$ cat config.mk
export PLATFORM = sky130hd
export DESIGN_NAME = mss_seq_core
export DESIGN_NICKNAME = d
export VERILOG_FILES = /design/src/rtl/core/mss_pkg.sv /design/src/rtl/core/mss_seq_core.sv
export VERILOG_INCLUDE_DIRS = /design/src /design/src/rtl/core
export SDC_FILE = /design/constraint.sdc
export NUM_CORES = 1
export LEC_CHECK = 0
export BUFFER_PORTS_ARGS = -buffer_cell sky130_fd_sc_hd__buf_2
export CAP_MARGIN = 10
export CORE_MARGIN = 5
export CORE_UTILIZATION = 30
export DETAILED_ROUTE_END_ITERATION = 10
export HOLD_SLACK_MARGIN = 0.06
export SETUP_SLACK_MARGIN = 0.1
export SYNTH_ARGS = -nofsm -noshare
export SYNTH_HDL_FRONTEND = slang
export SYNTH_SLANG_ARGS = --single-unit
$ cat constraint.sdc
create_clock -name clk -period 5.9 [get_ports clk]
set_clock_uncertainty 0.1 [all_clocks]
set_input_delay 0.295 -clock clk [delete_from_list [all_inputs] [get_ports clk]]
set_output_delay 0.295 -clock clk [all_outputs]
set_load 0.005 [all_outputs]
$ cat src/rtl/core/assert_macros.svh
// Assertion helpers shared by the sequencer RTL.
`ifndef ASSERT_MACROS_SVH
`define ASSERT_MACROS_SVH

// plain property, checked outside reset
`define MSS_ASSERT(lbl, clk, rst_n, prop, msg) \
	lbl: assert property (@(posedge clk) disable iff (!rst_n) (prop)) else $error(msg);

// same-cycle implication
`define MSS_ASSERT_IMP(lbl, clk, rst_n, ante, cons, msg) \
	lbl: assert property (@(posedge clk) disable iff (!rst_n) (ante) |-> (cons)) \
		else $error(msg);

// next-cycle implication
`define MSS_ASSERT_NXT(lbl, clk, rst_n, ante, cons, msg) \
	lbl: assert property (@(posedge clk) disable iff (!rst_n) (ante) |=> (cons)) \
		else $error(msg);

`endif

$ cat src/rtl/core/mss_pkg.sv
`default_nettype none

package mss_pkg;

	localparam int MAX_MOTORS = 16;
	localparam int CODE_W     = 3;
	localparam int CODES_W    = 48;
	localparam int SENSOR_W   = 5;
	localparam int TRACK_W    = 8;
	localparam int WAIT_W     = 16;
	localparam int STEP_W     = 7;
	localparam int LINES_W    = 8;
	localparam int SLOT_W     = 6;

	typedef enum logic [1:0] {
		KIND_TICK   = 2'd0,
		KIND_STEP   = 2'd1,
		KIND_SENSOR = 2'd2
	} kind_t;

	typedef enum logic [2:0] {
		CODE_OFF   = 3'd0,
		CODE_ON    = 3'd1,
		CODE_ARM_A = 3'd2,
		CODE_ARM_B = 3'd3
	} motor_code_t;

	typedef enum logic [1:0] {
		ARM_NONE = 2'd0,
		ARM_A    = 2'd1,
		ARM_B    = 2'd2
	} arm_t;

	typedef enum logic [1:0] {
		CFG_STEP_COUNT = 2'd0,
		CFG_EXT_MASK   = 2'd1,
		CFG_REPORT     = 2'd2
	} cfg_reg_t;

	// one program step as stored
	typedef struct packed {
		logic [CODES_W-1:0] codes;
		logic [TRACK_W-1:0] track;
		logic [WAIT_W-1:0]  wait_units;
	} prog_word_t;

	// fields of a transaction that the execute stage still needs
	typedef struct packed {
		logic [1:0]          kind;
		logic                trigger;
		logic [LINES_W-1:0]  base_sensors;
		logic [LINES_W-1:0]  ext_lines;
		logic [SLOT_W-1:0]   slot;
		logic [SENSOR_W-1:0] sensor_a;
		logic [SENSOR_W-1:0] sensor_b;
	} item_t;

	typedef struct packed {
		logic [STEP_W-1:0]  step_count;
		logic [LINES_W-1:0] ext_motor_mask;
		logic               report_steps;
	} cfg_t;

	typedef struct packed {
		logic [MAX_MOTORS-1:0] motor_drive;
		logic                  running;
		logic [STEP_W-1:0]     current_step;
		logic [TRACK_W-1:0]    music_play;
		logic                  step_entered;
	} result_t;

	// 1 when the chosen sensor reads low (reached); numbers outside 1..16 read low
	function automatic logic sensor_reached(input logic [SENSOR_W-1:0] sel,
			input logic [2*LINES_W-1:0] sens);
		logic [SENSOR_W-1:0] idx;
		idx = sel - 5'd1;
		if (sel != 5'd0 && sel <= 5'd16) begin
			return ~sens[idx[3:0]];
		end
		return 1'b1;
	endfunction

endpackage

`default_nettype wire

$ cat src/rtl/core/mss_seq_core.sv
`default_nettype none

`include "assert_macros.svh"

module mss_seq_core #(
	parameter int MAX_STEPS      = 64,
	parameter int MOTORS         = 16,
	parameter int TICKS_PER_UNIT = 10
) (
	input  wire logic                clk,
	input  wire logic                arst_n,
	input  wire logic                exec_en,
	input  wire mss_pkg::item_t      item,
	input  wire mss_pkg::prog_word_t prog,
	input  wire mss_pkg::cfg_t       cfg,
	output logic [((($clog2(MAX_STEPS+2)) > 7) ? $clog2(MAX_STEPS+2) : 7)-1:0] sn_next,
	output mss_pkg::result_t         res
);

	localparam int SNW = $clog2(MAX_STEPS + 2);
	localparam int NW  = (SNW > mss_pkg::STEP_W) ? SNW : mss_pkg::STEP_W;
	localparam int TW  = $clog2(TICKS_PER_UNIT + 1);

	logic [MOTORS-1:0]           motor_on_q, motor_on_d;
	logic [1:0]                  arm_q [MOTORS];
	logic [1:0]                  arm_d [MOTORS];
	logic [2*mss_pkg::SENSOR_W-1:0] ssel_q [MOTORS];
	logic [2*mss_pkg::SENSOR_W-1:0] ssel_d [MOTORS];
	logic                        run_q, run_d;
	logic                        lp_q, lp_d;
	logic [NW-1:0]               sn_q, sn_d;
	logic [TW-1:0]               td_q, td_d;
	logic [mss_pkg::WAIT_W-1:0]  wl_q, wl_d;
	logic [mss_pkg::TRACK_W-1:0] music;
	logic                        entered;
	logic [NW-1:0]               count;
	logic [NW-1:0]               cnt_raw;
	logic [2*mss_pkg::LINES_W-1:0] sens;

	assign sens    = {item.ext_lines, item.base_sensors};
	assign cnt_raw = NW'(cfg.step_count);

	always_comb begin
		if (cnt_raw == '0) begin
			count = NW'(1);
		end else if (cnt_raw > NW'(MAX_STEPS)) begin
			count = NW'(MAX_STEPS);
		end else begin
			count = cnt_raw;
		end
	end

	always_comb begin
		logic [mss_pkg::SENSOR_W-1:0] sel;
		logic [TW-1:0]                td_inc;
		logic [NW-1:0]                sn_inc;
		logic [mss_pkg::CODE_W-1:0]   code;
		motor_on_d = motor_on_q;
		arm_d      = arm_q;
		ssel_d     = ssel_q;
		run_d      = run_q;
		lp_d       = lp_q;
		sn_d       = sn_q;
		td_d       = td_q;
		wl_d       = wl_q;
		music      = '0;
		entered    = 1'b0;
		sel        = '0;
		td_inc     = td_q + TW'(1);
		sn_inc     = sn_q + NW'(1);
		code       = '0;
		unique case (item.kind)
			mss_pkg::KIND_SENSOR: begin
				for (int m = 0; m < MOTORS; m++) begin
					if (mss_pkg::SLOT_W'(m) == item.slot) begin
						ssel_d[m] = {item.sensor_b, item.sensor_a};
					end
				end
			end
			mss_pkg::KIND_TICK: begin
				// stop check runs on the state before this tick's step entry
				for (int m = 0; m < MOTORS; m++) begin
					sel = (arm_q[m] == mss_pkg::ARM_A) ? ssel_q[m][4:0] : ssel_q[m][9:5];
					if ((arm_q[m] == mss_pkg::ARM_A || arm_q[m] == mss_pkg::ARM_B) &&
							mss_pkg::sensor_reached(sel, sens)) begin
						arm_d[m]      = mss_pkg::ARM_NONE;
						motor_on_d[m] = 1'b0;
					end
				end
				run_d = run_q | item.trigger;
				if (run_d) begin
					td_d = td_inc;
					if (lp_q) begin
						for (int m = 0; m < MOTORS; m++) begin
							code = prog.codes[mss_pkg::CODE_W*m +: mss_pkg::CODE_W];
							unique case (code)
								mss_pkg::CODE_OFF:   motor_on_d[m] = 1'b0;
								mss_pkg::CODE_ON:    motor_on_d[m] = 1'b1;
								mss_pkg::CODE_ARM_A: arm_d[m] = mss_pkg::ARM_A;
								mss_pkg::CODE_ARM_B: arm_d[m] = mss_pkg::ARM_B;
								default: ;
							endcase
						end
						music   = prog.track;
						wl_d    = prog.wait_units;
						entered = cfg.report_steps;
						lp_d    = 1'b0;
					end
					if (td_inc >= TW'(TICKS_PER_UNIT)) begin
						td_d = '0;
						wl_d = wl_d - 16'd1;
						if (wl_d == '0) begin
							lp_d = 1'b1;
							if (sn_inc > count) begin
								sn_d  = NW'(1);
								run_d = 1'b0;
							end else begin
								sn_d = sn_inc;
							end
						end
					end
				end
			end
			default: ;
		endcase
	end

	always_ff @(posedge clk or negedge arst_n) begin
		if (!arst_n) begin
			motor_on_q <= '0;
			for (int m = 0; m < MOTORS; m++) begin
				arm_q[m]  <= mss_pkg::ARM_NONE;
				ssel_q[m] <= '0;
			end
			run_q <= 1'b0;
			lp_q  <= 1'b1;
			sn_q  <= NW'(1);
			td_q  <= '0;
			wl_q  <= '0;
		end else if (exec_en) begin
			motor_on_q <= motor_on_d;
			arm_q      <= arm_d;
			ssel_q     <= ssel_d;
			run_q      <= run_d;
			lp_q       <= lp_d;
			sn_q       <= sn_d;
			td_q       <= td_d;
			wl_q       <= wl_d;
		end
	end

	// forwarded so the next tick's program read sees this transaction's step
	assign sn_next = exec_en ? sn_d : sn_q;

	assign res.motor_drive  = mss_pkg::MAX_MOTORS'(motor_on_d) &
		{cfg.ext_motor_mask, 8'hFF};
	assign res.running      = run_d;
	assign res.current_step = sn_d[mss_pkg::STEP_W-1:0];
	assign res.music_play   = music;
	assign res.step_entered = entered;

	`MSS_ASSERT(a_step_range, clk, arst_n, (sn_q != '0) && (sn_q <= NW'(MAX_STEPS)), "step number out of range")
	`MSS_ASSERT_IMP(a_idle_loads, clk, arst_n, !run_q, lp_q, "idle sequencer without pending step load")
	`MSS_ASSERT(a_div_range, clk, arst_n, td_q < TW'(TICKS_PER_UNIT), "tick divider past its limit")

endmodule

`default_nettype wire

## Word level (Yosys, flattened, before mapping)

Index checks and enable logic that the tools add are counted.

- Logic and storage cells: 531
- Output and inout bits: 40
- Register bits: 237

- Reductions and logical operators: 102
- Equality and inequality tests: 96
- Magnitude comparators: 35
- $add $sub $neg: 19
- Bitwise gates (word level): 18
- Mux-type cells: 223

Operator list:

| cell | count |
|---|---|
| $mux W1 | 122 |
| $mux W16 | 7 |
| $eq A3 B2 Y1 const B | 32 |
| $le A5 B5 Y1 const B | 16 |
| $lt A4 B5 Y1 const B | 16 |
| $mux W5 | 16 |
| $reduce_bool A5 Y1 | 16 |
| $bmux W1 S4 | 16 |
| $mux W32 | 2 |
| $pmux W2 S2 | 16 |
| $sub A4 B1 Y4 const B | 16 |
| $mux W7 | 8 |
| $reduce_and A3 Y1 | 17 |
| $eq A3 B1 Y1 const B | 16 |
| $eq A4 B6 Y1 const A | 8 |
| $logic_not A3 Y1 | 16 |
| $eq A2 B2 Y1 const B | 17 |
| $eq A2 B1 Y1 const B | 16 |
| $logic_and A1 B1 Y1 | 32 |
| $mux W2 | 16 |
| $pmux W1 S2 | 16 |
| $eq A3 B6 Y1 const A | 4 |
| $mux W8 | 3 |
| $and A16 B16 Y16 | 1 |
| 17 further kinds | 48 |

## Longest topological paths before layout

Gate-level depths: netlist of the first run.

- Depth after elaboration: 16
- Mapped depth: 15
- Depth with buffers taken out: 11

## Least setup slack after synthesis of the first run

OpenSTA, ideal clock, no wires.

- Path kind: reg2out
- Start point: reg lp_q
- End point: out res[10] (netlist name)
- Stages on the path, launching flop included: 14
- Path buffers: 4
- Required time: 5.505 ns
- Setup slack: 2.065 ns
- Data arrival time: 3.440 ns
- Path through: dfstp_2 buf_6 buf_12 buf_2 clkbuf_1 mux2i_1 ha_1 and4bb_1 or2_2 a21oi_1 o21ai_1 nor4_4 nand4_4 mux2_4

RTL lines:

| element | line | text |
|---|---|---|
| from (decl) | mss_seq_core.sv:30 | `logic lp_q, lp_d;` |
| from (signal assigned) | mss_seq_core.sv:145 | `lp_q <= lp_d;` |
| to (decl) | mss_seq_core.sv:17 | `output mss_pkg::result_t res` |

==> reports/metrics.yaml, run 1 <==
clocking:
  numCtsBuffers: 28
  cts_tree: "built"
  clk_path_buf_depth: 3
  clock-sinks: 237
  cts_setup_buffers: 0
  cts_root_buffer: "clkbuf_16"
  clock_latency_ps: 550
  cts_htree_levels: 1
  clk_pin_slew_ps: 60
placement:
  hpwl_mm: 31.91
  place_congestion: 0.8494
  io_buffer_count: 165
  dpl_cell_area_um2: 17470
yosys:
  ys_seq_area_share_pct: 36.85
  netlist.top_cell.by_area: "dfrtp_1"
  synth.area.top_cells: "dfrtp_1, mux2_2, mux4_2"
  synthDistinctLibCells: 74
  ys_ff_latch: 237
  syn_avg_cell_area_um2: 11.24
  synth_flop_cell: "dfrtp_1"
  yosysWarningCount: 0
  syn_area_um2: 16100
  synth_edf_count: 0
  synth.most_common_cell: "dfrtp_1"
  synthCells: 1433
  syn_nets: 1619
  async_reset_ff_share_pct: 100.0
  ys_top_cells_by_count: "dfrtp_1, mux2_2, mux2i_1"
  netlist.area_leader.share_pct: 36.52
floorplanning:
  start_util_pct: 30.10
  ios: 166
  die_area_um2: 58400
  die_h_um: 241.7
  coreArea_um2: 53500
  rows: 85
  fp.dieW_um: 241.7
worst_setup_path:
  crit_top_cell: "ha_1"
  worst_path_largest_cell_delay_ps: 750
  crit_fanout: 7
  slowest_stage: "mux2i_1"
  crit_path_end_kind: "primary output"
  critical_path.cell_chain: "inv_1 > ha_1 > mux2i_1 > ha_1 > mux4_2 > mux2_2 > nand2_1 > o21ai_0 > a21oi_1 > o211ai_1 > buf_2"
  start_kind: "register"
  cp.required_ps: 5510
  crit_type: "register to primary output"
  crit_arrival_ps: 3960
drt:
  dr_wl_met3_mm: 3.457
  vias_per_cell: 5.331
  wl_met1_mm: 19.77
  routedWlPerCell_um: 20.38
  firstDrtPassIters: 5
  finalWirelength_mm: 47.28
  routed.top_layer: "met5"
  drc: 0
  route.met2.wl_mm: 22.03
  drtAntennaViolNets: 0
  drtIter0Drc: 846
  via_count: 12367
sta:
  whs_ps: 78.03
  maxSlewViolCount: 0
  relSlewSlack_pct: 24.93
  rsz0062_at_grt: "no"
  max_freq_mhz: 229.5
  setup_viol: 0
  tns_ps: 0
  min_period_ps: 4357
  hold_viol: 0
  min_period_over_period_pct: 73.85
  tightest_slew_ps: 1125
layout:
  postLayoutCellArea_um2: 18770
  area_growth_pct: 16.57
  drive_above_1_share_pct: 31.47
  fin_nets: 1778
status:
  outcome: "finished, final reports clean"
power_and_ir_drop:
  fin_total_pwr_mw: 4.878
  power_density_nw_per_um2: 259.9
  ir_worst_vdd_mv: 0.1517
  p_leak_nw: 8.389
worst_hold_path:
  hold_path.class: "input pin to register"
global_routing:
  grt_pass1_vias: 12701
  antenna_found_initial: 22
  grt_overflow: 0
  grt_max_degree: 142
  grt_use_total_pct: 15.70
  grt_pass1_wl_mm: 73.65
job:
  cap_violations: 0
per-stage QoR:
step	instances	utilization (%)	setup WS, ps
4_1_cts	2307	35.02	1534
3_5_place_dp	2219	32.67	2143
6_report	2320	35.08	1543
3_3_place_gp	2219	32.67	2175
2_1_floorplan	1433	-	2065
5_1_grt	2312	35.05	1218
per-layer routing:
| layer | global-route usage (%) | up-vias |
|---|---|---|
| li1 | - | 5644 |
| met1 | 19.54 | 6180 |
| met2 | 25.84 | 408 |
| met3 | 4.671 | 115 |
| met4 | 6.059 | 20 |
| met5 | 0 | - |
final cells by class:
cell class | instances | area, um2
Timing Repair Buffer | 213 | 1306
Sequential cell | 237 | 5933
Fill cell | 5284 | 34730
Clock buffer | 40 | 817.0
Inverter | 26 | 97.59
Tap cell | 696 | 870.8
Multi-Input combinational cell | 1086 | 9657
Clock inverter | 9 | 53.80
Antenna cell | 13 | 32.53
state kept, by name, summed over array words and instances, names as in the netlist:
| signal | flops |
|---|---|
| ssel_q | 160 |
| wl_q | 16 |
| td_q | 4 |
| lp_q | 1 |
| run_q | 1 |
| arm_q | 32 |
| sn_q | 7 |
| motor_on_q | 16 |
worst max-delay path: cells and delay by family, from the launching register on:
kind | cells | cell delay (ps)
buffers and inverters | 2 | 230
adder cells (fa/ha/maj) | 2 | 760
AO/OA/AOI/OAI | 3 | 640
multiplexers | 3 | 1320
flip-flops | 1 | 380
AND/OR/NAND/NOR | 1 | 60
cell families (layout without fill, tap and decap cells):
group / count (synthesis) / in the layout / synth area share, %
flip-flops: 237 / 237 / 36.85
AND/OR/NAND/NOR: 375 / 375 / 12.91
other: 0 / 13 / 0
buffers and inverters: 110 / 288 / 3.225
XOR/XNOR: 87 / 87 / 4.733
multiplexers: 367 / 367 / 30.13
adder cells (fa/ha/maj): 60 / 60 / 4.663
AO/OA/AOI/OAI: 197 / 197 / 7.492
cell usage in the layout (no fill, tap or decap), types with 43 or more instances in the layout:
cell type / instances
a21oi_1: 59
buf_2: 164
dfrtp_1: 235
ha_1: 60
mux2_2: 171
mux2i_1: 107
mux4_2: 69
nand2_1: 72
nand3_1: 43
nor2_1: 95
o21ai_0: 59
xor2_1: 45
worst paths after layout:
check	startpoint	to	slack, ps	depth (start not counted)
setup / recovery	arm_q[11]	res[27]	1540	11
hold / removal	prog[47]	arm_q[16]	80	4
setup reg to reg	arm_q[19]	arm_q[19]	1960	11
hold reg to reg	ssel_q[36]	ssel_q[36]	400	1
max in group asynchronous	arst_n	ssel_q[110]	4260	3
min in group asynchronous	arst_n	sn_q[2]	260	2
repair_timing:
action / CTS / global route
hold buffers: 39 / 0
hold endpoints to repair: 141 / 0
resized for setup: 0 / 0
where the power goes:
part / switching [mW] / total (mW) / internal [mW]
Clock: 0.689 / 1.64 / 0.955
Sequential: 0.109 / 1.86 / 1.75
Combinational: 0.785 / 1.37 / 0.590
No activity file was read; power rests on OpenSTA's default activity.
==> run 2, diff against run 1 <==
==> constraint.sdc (replaced) <==
create_clock -name clk -period 3.8 [get_ports clk]
set_clock_uncertainty 0.1 [all_clocks]
set_input_delay 0.19 -clock clk [delete_from_list [all_inputs] [get_ports clk]]
set_output_delay 0.19 -clock clk [all_outputs]
set_load 0.005 [all_outputs]
==> run 2 against run 1 <==
Compared with the run above:
- the run now ends with setup timing left
- first-iteration DRC count increased by 0.83%
- non-clock buffer count increased by 130
- critical endpoint is now res[11]
- setup slack got worse by 1600 ps
- highest routed layer unchanged
- global-route usage increased by 0.97 points
- clock power increased by 84%
- register-to-register slack got worse by 1600 ps
- wire length increased by 7.7%
==> reports/metrics.yaml, run 2 (synthesized netlist as in run 1, its figures left out) <==
drt:
  firstDrtPassIters: 6
  drtIter0Drc: 853
  drtAntennaViolNets: 0
  via_count: 13031
  vias_per_cell: 5.312
  finalWirelength_mm: 50.93
  routedWlPerCell_um: 20.76
  drc: 0
sta:
  relSlewSlack_pct: 35.64
  tightest_slew_ps: 961.8
  rsz0062_at_grt: "yes"
  fin_ws_ps: -17.60
  max_freq_mhz: 261.9
  whs_ps: 108.5
  setup_viol: 10
  min_period_ps: 3818
  maxSlewViolCount: 0
  hold_viol: 0
  min_period_over_period_pct: 100.5
clocking:
  cts_tree: "built"
  clk_pin_slew_ps: 60
  numCtsBuffers: 29
  cts_root_buffer: "clkbuf_16"
  clock-sinks: 237
  clock_latency_ps: 570
  cts_htree_levels: 1
  clk_path_buf_depth: 3
global_routing:
  grt_use_total_pct: 16.67
  grt_pass1_wl_mm: 78.17
  grt_pass1_vias: 13372
  antenna_found_initial: 17
  grt_overflow: 0
  grt_max_degree: 112
placement:
  hpwl_mm: 33.03
  place_congestion: 0.8469
  dpl_cell_area_um2: 17620
  dp.cells: 2236
  io_buffer_count: 165
power_and_ir_drop:
  p_leak_nw: 9.116
  power_density_nw_per_um2: 402.3
  ir_worst_vdd_mv: 0.3550
  fin_total_pwr_mw: 8.357
worst_setup_path:
  start_kind: "register"
  cp.required_ps: 3510
  crit_type: "register to primary output"
  crit_fanout: 7
  crit-reg2reg-launch: "arm_q[21]"
  crit_arrival_ps: 3530
  crit_path_end_kind: "primary output"
  crit_path_start: "lp_q"
floorplanning:
  start_util_pct: 30.10
  fp.dieW_um: 241.7
  rows: 85
  die_h_um: 241.7
  die_area_um2: 58400
  ios: 166
  coreArea_um2: 53500
layout:
  final_cell_mix: "dfrtp_1, mux2_2, buf_2, dlygate4sd3_1, nor2_1"
  largest_reg_flops: 160
  regMostFlops: "ssel_q"
  drive_above_1_share_pct: 36.94
  reg_top3: "ssel_q: 160 flops, arm_q: 32 flops"
  nFillCells: 5094
  final_util_pct: 38.84
  postLayoutCellArea_um2: 20780
  area_growth_pct: 29.04
  final_common_cell: "dfrtp_1"
  fin_nets: 1909
  fin_cells: 2453
status:
  outcome: "finished with violations"
  violations: "setup timing"
worst_hold_path:
  hold_path.class: "input pin to register"
  min_from: "prog[34]"
job:
  cap_violations: 0
## run 2: critical path, cell delays in order (launching register included)
cell      delay, ps
dfstp_2         620
mux2i_2         100
ha_2            200
and4bb_1        220
nor2_1          320
nor3_2           90
or4_1           530
o211ai_4        160
nand4_4         230
mux2_4          360
buf_6           120
## run 2: area by class of cell
type / count / area [um2] / area share (%)
Antenna cell: 11 / 27.53 / 0.1325
Tap cell: 696 / 870.8 / 4.192
Timing Repair Buffer: 343 / 2562 / 12.33
Inverter: 26 / 97.59 / 0.4697
Multi-Input combinational cell: 1086 / 10230 / 49.25
Clock inverter: 12 / 207.7 / 0.9997
Clock buffer: 42 / 844.6 / 4.065
Sequential cell: 237 / 5933 / 28.56
## run 2: where the power goes
group          switching, mW  internal [mW]  total, mW
sequential             0.185           2.72       2.90
clock                   1.14           1.88       3.02
combinational           1.34           1.09       2.43
## run 2: stage by stage
step                worst slack [ps]  TNS [ps]
detailed placement             282.9         0
CTS                           0.9066         0
floorplan                      198.1         0
finish                        -17.60    -92.25
global placement               387.1         0
global route                  -150.8     -1639
## run 2: layer usage
| layer | GRT usage (%) | part of all wire, % | vias to the layer above |
|---|---|---|---|
| met2 | 27.96 | 48 | 491 |
| met5 | 0 | 0.096 | - |
| li1 | - | - | 5912 |
| met3 | 4.428 | 7.9 | 88 |
| met4 | 4.448 | 2.3 | 10 |
| met1 | 21.47 | 42 | 6530 |
## run 2: what timing repair did
item                                    CTS  global route
gates resized for setup                  62            55
endpoints found under the hold margin   172             0
pin swaps                                 7            20
endpoints found under the setup margin   31            32
hold buffers                            103             0
buffers inserted                         16            33
## run 2: path summary, 6_finish.rpt
kind / slack [ps] / cells past startpoint / endpoint
worst max-delay path: -20 / 10 / res[11]
min in group asynchronous: 170 / 2 / motor_on_q[10]
worst min-delay path: 110 / 5 / motor_on_q[3]
max in group asynchronous: 2510 / 3 / lp_q
worst max register to register: 370 / 13 / arm_q[21]
worst min register to register: 400 / 1 / ssel_q[30]
